$ cat src/design/edf_pkg.sv
// shared types and constants for the edf periodic task scheduler
package edf_pkg;

  localparam int MAX_TASKS = 8;
  localparam int SLOT_W    = 3;
  localparam int TIME_W    = 32;
  localparam int WORK_W    = 16;
  localparam int CNT_W     = 4;
  localparam int ADDR_W    = 3;
  localparam int DATA_W    = 32;

  localparam logic [CNT_W-1:0] TASK_COUNT_RST = CNT_W'(1);

  localparam logic REG_TASK_COUNT = 1'b0;

  localparam logic KIND_LOAD = 1'b0;
  localparam logic KIND_TICK = 1'b1;

  typedef enum logic [1:0] {
    ST_IDLE,
    ST_SCAN,
    ST_DONE
  } state_e;

  typedef struct packed {
    logic              found;
    logic [TIME_W-1:0] deadline;
    logic [SLOT_W-1:0] slot;
  } cand_t;

  typedef struct packed {
    logic              load;
    logic              rel;
    logic              dec;
    logic [SLOT_W-1:0] slot;
    logic [TIME_W-1:0] now;
  } cell_ctl_t;

endpackage

$ cat src/design/edf_cell.sv
// one task slot: task state plus one stage of the deadline compare chain
module edf_cell import edf_pkg::*; (
  input  logic              clk_i,
  input  logic              rst_ni,
  input  cell_ctl_t         ctl_i,
  input  logic [SLOT_W-1:0] slot_idx_i,
  input  logic [CNT_W-1:0]  task_count_i,
  input  logic [WORK_W-1:0] exec_time_i,
  input  logic [WORK_W-1:0] release_period_i,
  input  logic [WORK_W-1:0] relative_deadline_i,
  input  cand_t             cand_i,
  output cand_t             cand_o
);

  logic [WORK_W-1:0] exec_q, exec_d;
  logic [WORK_W-1:0] period_q, period_d;
  logic [WORK_W-1:0] offset_q, offset_d;
  logic [WORK_W-1:0] rem_q, rem_d;
  logic [TIME_W-1:0] next_rel_q, next_rel_d;
  logic [TIME_W-1:0] dl_q, dl_d;
  cand_t             cand_q, cand_d;

  logic active;
  logic hit;
  logic eligible;

  assign active   = {1'b0, slot_idx_i} < task_count_i;
  assign hit      = ctl_i.slot == slot_idx_i;
  assign eligible = active && (rem_q != '0);

  always_comb begin
    exec_d     = exec_q;
    period_d   = period_q;
    offset_d   = offset_q;
    rem_d      = rem_q;
    next_rel_d = next_rel_q;
    dl_d       = dl_q;
    if (ctl_i.load && hit) begin
      exec_d     = exec_time_i;
      period_d   = release_period_i;
      offset_d   = relative_deadline_i;
      rem_d      = '0;
      next_rel_d = '0;
      dl_d       = '0;
    end else if (ctl_i.rel && active && (next_rel_q == ctl_i.now)) begin
      rem_d      = exec_q;
      dl_d       = ctl_i.now + TIME_W'(offset_q);
      next_rel_d = next_rel_q + TIME_W'(period_q);
    end else if (ctl_i.dec && hit) begin
      rem_d = rem_q - WORK_W'(1);
    end
  end

  // keep incoming winner unless this slot is eligible and strictly earlier
  always_comb begin
    cand_d = cand_i;
    if (eligible && (!cand_i.found || (dl_q < cand_i.deadline))) begin
      cand_d.found    = 1'b1;
      cand_d.deadline = dl_q;
      cand_d.slot     = slot_idx_i;
    end
  end

  always_ff @(posedge clk_i or negedge rst_ni) begin
    if (!rst_ni) begin
      exec_q     <= '0;
      period_q   <= '0;
      offset_q   <= '0;
      rem_q      <= '0;
      next_rel_q <= '0;
      dl_q       <= '0;
      cand_q     <= '0;
    end else begin
      exec_q     <= exec_d;
      period_q   <= period_d;
      offset_q   <= offset_d;
      rem_q      <= rem_d;
      next_rel_q <= next_rel_d;
      dl_q       <= dl_d;
      cand_q     <= cand_d;
    end
  end

  assign cand_o = cand_q;

endmodule

$ cat src/design/edf_ctrl.sv
// tick sequencer, time counter and result register
module edf_ctrl import edf_pkg::*; (
  input  logic              clk_i,
  input  logic              rst_ni,
  input  logic              in_valid_i,
  output logic              in_stall_o,
  input  logic              kind_i,
  input  logic [SLOT_W-1:0] task_slot_i,
  input  cand_t             cand_i,
  output cell_ctl_t         ctl_o,
  output logic              out_valid_o,
  input  logic              out_stall_i,
  output logic              idle_o,
  output logic [SLOT_W-1:0] running_slot_o,
  output logic [TIME_W-1:0] tick_time_o
);

  state_e            state_q, state_d;
  logic [SLOT_W-1:0] cnt_q, cnt_d;
  logic [TIME_W-1:0] time_q, time_d;
  logic              out_valid_q, out_valid_d;
  logic              idle_q;
  logic [SLOT_W-1:0] slot_q;
  logic [TIME_W-1:0] tick_q;

  logic accept;
  logic scan_end;
  logic emit;

  assign accept   = in_valid_i && (state_q == ST_IDLE);
  assign scan_end = cnt_q == SLOT_W'(MAX_TASKS - 1);
  assign emit     = (state_q == ST_DONE) && (!out_valid_q || !out_stall_i);

  // next state
  always_comb begin
    state_d = state_q;
    unique case (state_q)
      ST_IDLE: if (accept && (kind_i == KIND_TICK)) state_d = ST_SCAN;
      ST_SCAN: if (scan_end) state_d = ST_DONE;
      ST_DONE: if (emit) state_d = ST_IDLE;
      default: state_d = ST_IDLE;
    endcase
  end

  // outputs and datapath control
  always_comb begin
    in_stall_o  = state_q != ST_IDLE;
    ctl_o.load  = accept && (kind_i == KIND_LOAD);
    ctl_o.rel   = accept && (kind_i == KIND_TICK);
    ctl_o.dec   = emit && cand_i.found;
    ctl_o.slot  = (state_q == ST_DONE) ? cand_i.slot : task_slot_i;
    ctl_o.now   = time_q;
    cnt_d       = (state_q == ST_SCAN) ? cnt_q + SLOT_W'(1) : '0;
    time_d      = emit ? time_q + TIME_W'(1) : time_q;
    out_valid_d = emit || (out_valid_q && out_stall_i);
  end

  always_ff @(posedge clk_i or negedge rst_ni) begin
    if (!rst_ni) begin
      state_q     <= ST_IDLE;
      cnt_q       <= '0;
      time_q      <= '0;
      out_valid_q <= 1'b0;
    end else begin
      state_q     <= state_d;
      cnt_q       <= cnt_d;
      time_q      <= time_d;
      out_valid_q <= out_valid_d;
    end
  end

  always_ff @(posedge clk_i) begin
    if (emit) begin
      idle_q <= !cand_i.found;
      slot_q <= cand_i.found ? cand_i.slot : '0;
      tick_q <= time_q;
    end
  end

  assign out_valid_o    = out_valid_q;
  assign idle_o         = idle_q;
  assign running_slot_o = slot_q;
  assign tick_time_o    = tick_q;

endmodule

$ cat src/design/edf_periodic_task_scheduler_core.sv
// top level of the edf periodic task scheduler: register port, cell chain, sequencer
// a load word is written into its slot as it is accepted and yields no result
// a tick word releases due tasks, then runs MAX_TASKS stages of the deadline compare chain,
// then commits the winner and registers the result once the output side is free
// the input is stalled while a tick is in flight; the result register frees the output side
// reset is asynchronous, active low, and clears all task state, time, and sets task_count to 1
module edf_periodic_task_scheduler_core import edf_pkg::*; (
  input  logic              clk_i,
  input  logic              rst_ni,
  input  logic              psel,
  input  logic              penable,
  input  logic              pwrite,
  input  logic [ADDR_W-1:0] paddr,
  input  logic [DATA_W-1:0] pwdata,
  output logic [DATA_W-1:0] prdata,
  output logic              pready,
  input  logic              in_valid_i,
  output logic              in_stall_o,
  input  logic              kind_i,
  input  logic [SLOT_W-1:0] task_slot_i,
  input  logic [WORK_W-1:0] exec_time_i,
  input  logic [WORK_W-1:0] release_period_i,
  input  logic [WORK_W-1:0] relative_deadline_i,
  output logic              out_valid_o,
  input  logic              out_stall_i,
  output logic              idle_o,
  output logic [SLOT_W-1:0] running_slot_o,
  output logic [TIME_W-1:0] tick_time_o
);

  logic [CNT_W-1:0] task_count_q, task_count_d;
  logic             reg_sel;
  cell_ctl_t        ctl;
  cand_t            chain [MAX_TASKS+1];

  assign pready  = 1'b1;
  assign reg_sel = paddr[2] == REG_TASK_COUNT;
  assign prdata  = reg_sel ? DATA_W'(task_count_q) : '0;

  always_comb begin
    task_count_d = task_count_q;
    if (psel && penable && pwrite && reg_sel) begin
      task_count_d = pwdata[CNT_W-1:0];
    end
  end

  always_ff @(posedge clk_i or negedge rst_ni) begin
    if (!rst_ni) begin
      task_count_q <= TASK_COUNT_RST;
    end else begin
      task_count_q <= task_count_d;
    end
  end

  assign chain[0] = '0;

  for (genvar i = 0; i < MAX_TASKS; i++) begin : g_cell
    edf_cell u_cell (
      .clk_i               (clk_i),
      .rst_ni              (rst_ni),
      .ctl_i               (ctl),
      .slot_idx_i          (SLOT_W'(i)),
      .task_count_i        (task_count_q),
      .exec_time_i         (exec_time_i),
      .release_period_i    (release_period_i),
      .relative_deadline_i (relative_deadline_i),
      .cand_i              (chain[i]),
      .cand_o              (chain[i+1])
    );
  end

  edf_ctrl u_ctrl (
    .clk_i          (clk_i),
    .rst_ni         (rst_ni),
    .in_valid_i     (in_valid_i),
    .in_stall_o     (in_stall_o),
    .kind_i         (kind_i),
    .task_slot_i    (task_slot_i),
    .cand_i         (chain[MAX_TASKS]),
    .ctl_o          (ctl),
    .out_valid_o    (out_valid_o),
    .out_stall_i    (out_stall_i),
    .idle_o         (idle_o),
    .running_slot_o (running_slot_o),
    .tick_time_o    (tick_time_o)
  );

endmodule

$ cat config.mk
export PLATFORM = sky130hd
export DESIGN_NAME = edf_periodic_task_scheduler_core
export DESIGN_NICKNAME = d
export VERILOG_FILES = /design/src/design/edf_pkg.sv /design/src/design/edf_cell.sv /design/src/design/edf_ctrl.sv /design/src/design/edf_periodic_task_scheduler_core.sv
export SDC_FILE = /design/constraint.sdc
export NUM_CORES = 2
export LEC_CHECK = 0
export BUFFER_PORTS_ARGS = -buffer_cell sky130_fd_sc_hd__clkbuf_2
export CAP_MARGIN = 20
export CORE_MARGIN = 10
export CORE_UTILIZATION = 44
export DETAILED_ROUTE_END_ITERATION = 10
export GPL_TIMING_DRIVEN = 0
export PLACE_DENSITY_LB_ADDON = 0.1
export SKIP_CTS_REPAIR_TIMING = 1
export SYNTH_ARGS = -nofsm -noshare
export SYNTH_HDL_FRONTEND = slang
export SYNTH_SLANG_ARGS = --single-unit
export TNS_END_PERCENT = 1
$ cat constraint.sdc
create_clock -name clk_i -period 3.5 [get_ports clk_i]
set_clock_uncertainty 0.15 [all_clocks]
set_input_delay 0 -clock clk_i [delete_from_list [all_inputs] [get_ports clk_i]]
set_output_delay 0 -clock clk_i [all_outputs]
set_load 0.03 [all_outputs]
# Word-level counts from Yosys, hierarchy flattened
# Cells that the tools add are included.
[word_totals]
mem_count = 0
in_bits = 94
out_inout_bits = 71
romBits = 0
ramBits = 0
regBits = 1358
elab_cells = 317
latchBits = 0
[op_classes]
bitwise_logic = 2
shifts = 0
n_addsub = 26
multipliers = 0
reduce_logical = 103
n_eq_ne = 21
div = 0
n_mux = 71
magnitude_cmp = 15
[ops]
columns = ["cell", "n"]
rows = [
  ["$mux W32", 32],
  ["$add A32 B16 Y32", 16],
  ["$mux W16", 24],
  ["$mux W36", 8],
  ["$eq A32 B32 Y1", 8],
  ["$lt A32 B32 Y1", 7],
  ["$reduce_bool A16 Y1", 8],
  ["$sub A16 B1 Y16 const B", 8],
  ["$logic_and A1 B1 Y1", 56],
  ["$add A32 B1 Y32 const B", 1],
  ["$reduce_bool A3 Y1", 8],
  ["$reduce_bool A2 Y1", 9],
  ["$lt A3 B4 Y1 const A", 4],
  ["$eq A3 B3 Y1 const B", 5],
  ["$logic_not A1 Y1", 10],
  ["$logic_or A1 B1 Y1", 9],
  ["$lt A1 B4 Y1 const A", 2],
  ["$lt A2 B4 Y1 const A", 2],
  ["$eq A3 B2 Y1 const B", 2],
  ["$mux W2", 3],
  ["$mux W3", 2],
  ["$pmux W2 S3", 1],
  ["$mux W4", 1],
  ["$ne A2 B1 Y1 const B", 2],
  ["other kinds (9)", 10],
]

# Depth between registers and ports, before layout
[logic_depth]
depth_word = 8
mapped_depth = 13
mapped_depth_nobuf = 12

# Hierarchy
# From an unflattened synthesis, not the netlist that was laid out.
[hier_totals]
hier_cells = 8685
hier_area_um2 = 82484.1
[modules_own_cells]
columns = ["mod", "n_inst", "cells_per_inst", "area_per_inst_um2"]
rows = [
  ["edf_cell (g_cell[0].u_cell ...)", 5, 1043, 9932.0],
  ["edf_cell (g_cell[6].u_cell ...)", 2, 1091, 9850.7],
  ["edf_cell (g_cell[1].u_cell)", 1, 1049, 9803.2],
  ["edf_ctrl", 1, 195, 2889.0],
  ["edf_periodic_task_scheduler_core", 1, 44, 430.4],
]

# Worst setup path before layout
# Ideal clock, no wire load.
[synth_path]
path_type = "register to register"
startpoint = "reg u_ctrl.time_q[1]"
endpoint = "reg g_cell[3].u_cell.dl_q[28]"
setup_time_ps = 78
stages_incl_launch_ff = 13
setup_slack_ps = -158
arrival_ps = 3430
path_cell_list = "dfrtp_1 > buf_4 > inv_1 > fa_1 > nor2b_1 > o21a_1 > o21ai_0 > a2111oi_0 > nor3_1 > o31ai_1 > nand2_1 > xor2_1 > a21oi_1"
[synth_via]
elab_chain_cells = 3
word_cells_on_any_way = 6
cone_classes = "1 x add/sub; 1 x eq/ne; 2 x mux; 2 x reduce/logical"
[synth_rtl]
columns = ["element", "line", "text"]
rows = [
  ["start: declaration", "edf_ctrl.sv:20", "logic [TIME_W-1:0] time_q, time_d;"],
  ["start signal: assignment", "edf_ctrl.sv:67", "time_q <= time_d;"],
  ["$add A32 B16 Y32 or $eq A32 B32 Y1 (tied branches)", "edf_cell.sv:47, edf_cell.sv:45", ""],
  ["$mux W32 or $logic_and A1 B1 Y1 (tied branches)", "edf_cell.sv:45", "end else if (ctl_i.rel && active && (next_rel_q == ctl_i.now)) begin"],
  ["$mux W32 or $reduce_bool A2 Y1 (tied branches)", "--", ""],
  ["end signal: assignment", "edf_cell.sv:79", "dl_q <= dl_d;"],
  ["end: declaration", "edf_cell.sv:20", "logic [TIME_W-1:0] dl_q, dl_d;"],
]
# Parallel ways exist; a longest one is shown, timed or not. The select of a mux whose other input is x is not followed.
# A chain may end at the register's enable or synchronous reset.

# Worst setup path after layout
[layout_path]
startpoint = "reg u_ctrl.state_q[1]"
endpoint = "reg g_cell[2].u_cell.offset_q[4]"
[layout_via]
elab_chain_cells = 4
word_cells_on_any_way = 7
cone_classes = "2 x eq/ne; 1 x mux; 4 x reduce/logical"
[layout_rtl]
columns = ["element", "line", "text"]
rows = [
  ["start: declaration", "edf_ctrl.sv:18", "state_e state_q, state_d;"],
  ["start signal: assignment", "edf_ctrl.sv:65", "state_q <= state_d;"],
  ["$eq A2 B2 Y1 or $logic_not A2 Y1 (tied branches)", "edf_ctrl.sv:51, edf_ctrl.sv:30", ""],
  ["$mux W3 or $logic_and A1 B1 Y1 (tied branches)", "edf_ctrl.sv:51, edf_ctrl.sv:30", ""],
  ["$eq A3 B2 Y1 or $logic_and A1 B1 Y1 (tied branches)", "edf_cell.sv:28, edf_ctrl.sv:48", ""],
  ["$logic_and A1 B1 Y1 (*)", "edf_cell.sv:38", "if (ctl_i.load && hit) begin"],
  ["end signal: assignment", "edf_cell.sv:76", "offset_q <= offset_d;"],
  ["end: declaration", "edf_cell.sv:17", "logic [WORK_W-1:0] offset_q, offset_d;"],
]
# Mark *: on every way between the ends. The rest lies on a longest branch, timed or not.

==> impl_metrics.csv <==
group,metric,value,unit
placement,hpwl,216,mm
cells_and_area,fillCellCount,15901,
sta,setup_slack,-0.163,ns
power,p_leak,41.9,nW
logic_synthesis,synth_area_leaders,"dfrtp_1, ha_1, nand2_1",
logic_synthesis,synth_cells,8399,
outcome,violations,"setup timing",
drt,wl_per_cell,25.8,um
critical_path,r2r_slack,-0.16,ns
drt,drcViolationCount,0,
cells_and_area,drive_gt1_share,11.5,%
clock_tree,cts_max_level,4,
placement,numPortBuffers,57,
sta,hold_viol_final,0,
power,power.density,541,mW/mm2
grt,antenna_found_initial,21,
power,irDropWorstVdd,0.523,mV
logic_synthesis,syn_area,0.0762,mm2
floorplan,core_area,0.172,mm2
clock_tree,clock_path_buffers,3,
logic_synthesis,ys_async_sr_fraction,97.3,%
sta,maxSlewHeadroom,25.4,%
logic_synthesis,synth_cell_types,99,
outcome,status,"finished, violations left",
drt,first_iter_violations,5534,
sta,worstMarginPinSlew,1.12,ns
floorplan,rows,152,
placement,gp_congestion,0.942,
logic_synthesis,synth-warning-count,0,
logic_synthesis,synth_common_cells,"nand2_1, dfrtp_1, nor2_1, o21ai_0, ha_1",
critical_path,crit_path_end_kind,"register",
sta,fmax,273,MHz
grt,grt_pass1_wl,417,mm
logic_synthesis,synth-main-ff-cell,"dfrtp_1",
grt,grt_util_all_layers,29.4,%
cells_and_area,areaGrowthSynthToFinish,16.2,%
floorplan,ios,165,
placement,placed_area,0.0805,mm2
floorplan,die_w,436,um
drt,postRouteAntennaNets,0,
clock_tree,cts_root_buffer,"clkbuf_16",
floorplan,die_area,0.190,mm2
logic_synthesis,yosysMostFrequentCell,"nand2_1",
drt,vias,64069,
grt,grt_start_max_net_pins,109,
clock_tree,cts_tree,"done",
sta,rsz0062_at_grt,"true",
logic_synthesis,synth_edf_count,36,
critical_path,path_class,"register to register",
run,max_cap_viol_count,0,
drt,drt_pass1_iterations,6,
critical_path,worstSetupStartpointType,"register",
critical_path,worst-endpoint-arrival,4.25,ns
clock_tree,insertion_delay,0.83,ns
cells_and_area,final_cell_area,0.0885,mm2
floorplan,initial_core_util,44.3,%
logic_synthesis,synth_top_area_share,43.2,%
clock_tree,numCtsBuffers,160,
sta,fin_crit,3.66,ns
grt,first_global_vias,61486,
min_path,hold_path.class,"input port to register",
sta,setup_viol,49,
drt,avgViaCountPerCell,5.70,
logic_synthesis,ys_seq_elements,1351,
clock_tree,cts.sink_count,1351,
cells_and_area,nNetsFinal,9398,
critical_path,worstPathRequired,4.09,ns
floorplan,fp.dieH,436,um
cells_and_area,multi_input_area,0.0401,mm2
logic_synthesis,yosysTopAreaCell,"dfrtp_1",
clock_tree,cts.clk_slew.worst_paths,0.06,ns
logic_synthesis,avgSynthCellArea,9.07,um2
sta,timing.setup.tns,-2.91,ns
drt,wl,291,mm
critical_path,crit_fanout,10,
cells_and_area,regArea,0.0341,mm2
logic_synthesis,yosysSeqAreaShare,44.6,%
sta,maxSlewViolCount,0,
grt,grt_overflow,0,
sta,fin_crit_sh,105,%
-- worst paths after layout --
kind                                            startpoint                            to  depth (start not counted)
worst max-delay path                     u_ctrl.state_q[1]  g_cell[2].u_cell.offset_q[4]                          8
worst min-delay path                        task_slot_i[1]    g_cell[1].u_cell.exec_q[0]                          5
worst max register to register           u_ctrl.state_q[1]  g_cell[2].u_cell.offset_q[4]                          8
worst min register to register  g_cell[5].u_cell.cand_o[1]    g_cell[6].u_cell.cand_o[1]                          1
max in group asynchronous                           rst_ni    g_cell[0].u_cell.rem_q[11]                          7
min in group asynchronous                           rst_ni    g_cell[5].u_cell.cand_o[9]                          4
-- stage by stage --
step	util (%)	hold WS (ns)	power (mW)	setup slack, ns	instances
floorplan	-	-0.446	26.4	-0.0188	8426
global placement	46.2	0.0878	29.5	-31.78	10793
detailed placement	46.8	-0.0439	29.8	-2.19	10842
CTS	50.0	-0.917	47.5	-2.21	11134
global route	51.5	0.0370	50.2	-0.234	11246
finish	51.5	0.0302	47.9	-0.163	11249
-- cells by family after synthesis --
| logic type | share of synthesized area [%] |
|---|---|
| and+or+nand+nor | 19.1 |
| DFF | 44.6 |
| muxes | 3.31 |
| AOI/OAI and AO/OA | 11.9 |
| other | 0.00986 |
| adders and majority gates | 8.37 |
| xor gates and xnor gates | 8.36 |
| buffers and inverters | 4.27 |
-- sequential cells by signal (all words and copies together), names as in the netlist, 32 cells and up --
register / cells
g_cell.u_cell.next_rel_q: 256
g_cell.u_cell.offset_q: 128
u_ctrl.time_q: 32
g_cell.u_cell.cand_o: 249
g_cell.u_cell.rem_q: 128
g_cell.u_cell.dl_q: 256
g_cell.u_cell.period_q: 128
u_ctrl.tick_time_o: 32
g_cell.u_cell.exec_q: 128
-- cells in the final DEF, fill, tap and decap left out, types with 42 or more instances in the layout --
master,instances
nand3_1,474
nor2_1,501
and3_1,67
nor4_1,49
clkbuf_8,42
nor2b_1,53
dfrtp_1,1288
nand2b_1,61
clkbuf_16,165
o21ai_0,479
ha_1,478
nor3_1,126
mux2_2,189
xnor2_1,433
buf_2,61
a21oi_1,354
nand2_1,1531
clkbuf_2,121
a21o_1,144
clkbuf_1,215
inv_1,366
nand4_1,114
dlygate4sd3_1,71
o21ai_1,211
o21a_1,43
and2_1,56
buf_4,92
a211oi_1,42
xor2_1,289
-- metal layers --
layer  vias up  GRT usage [%]  wire length, um
met5         -              0               13
met1     31697           38.2           120000
met3       570           5.31            21300
li1      29456              -                -
met2      2344           47.3           133000
met4         2           13.7            16500
-- critical path, stage by stage, from the launching register on --
cell	delay (ns)
dfrtp_1	0.43
or3b_1	0.45
nor2_1	0.14
nand2_1	0.33
nor2_1	0.39
buf_1	0.79
clkbuf_1	0.65
nand2_1	0.13
nand2_1	0.09
-- cell type report --
cell class | count | area share [%]
tap | 2310 | 3.27
buffer | 419 | 2.36
inverter | 370 | 1.58
sequential | 1351 | 38.5
multi-input combinational | 6273 | 45.3
antenna | 5 | 0.0141
clock buffer | 234 | 5.42
timing repair buffer | 229 | 2.79
clock inverter | 58 | 0.811
-- power breakdown --
group | switching (mW) | total [mW] | internal (mW)
sequential | 1.69 | 19.7 | 18.0
combinational | 6.39 | 10.6 | 4.20
clock | 7.25 | 17.7 | 10.4
Note: power is estimated with default switching activity, not from simulation.
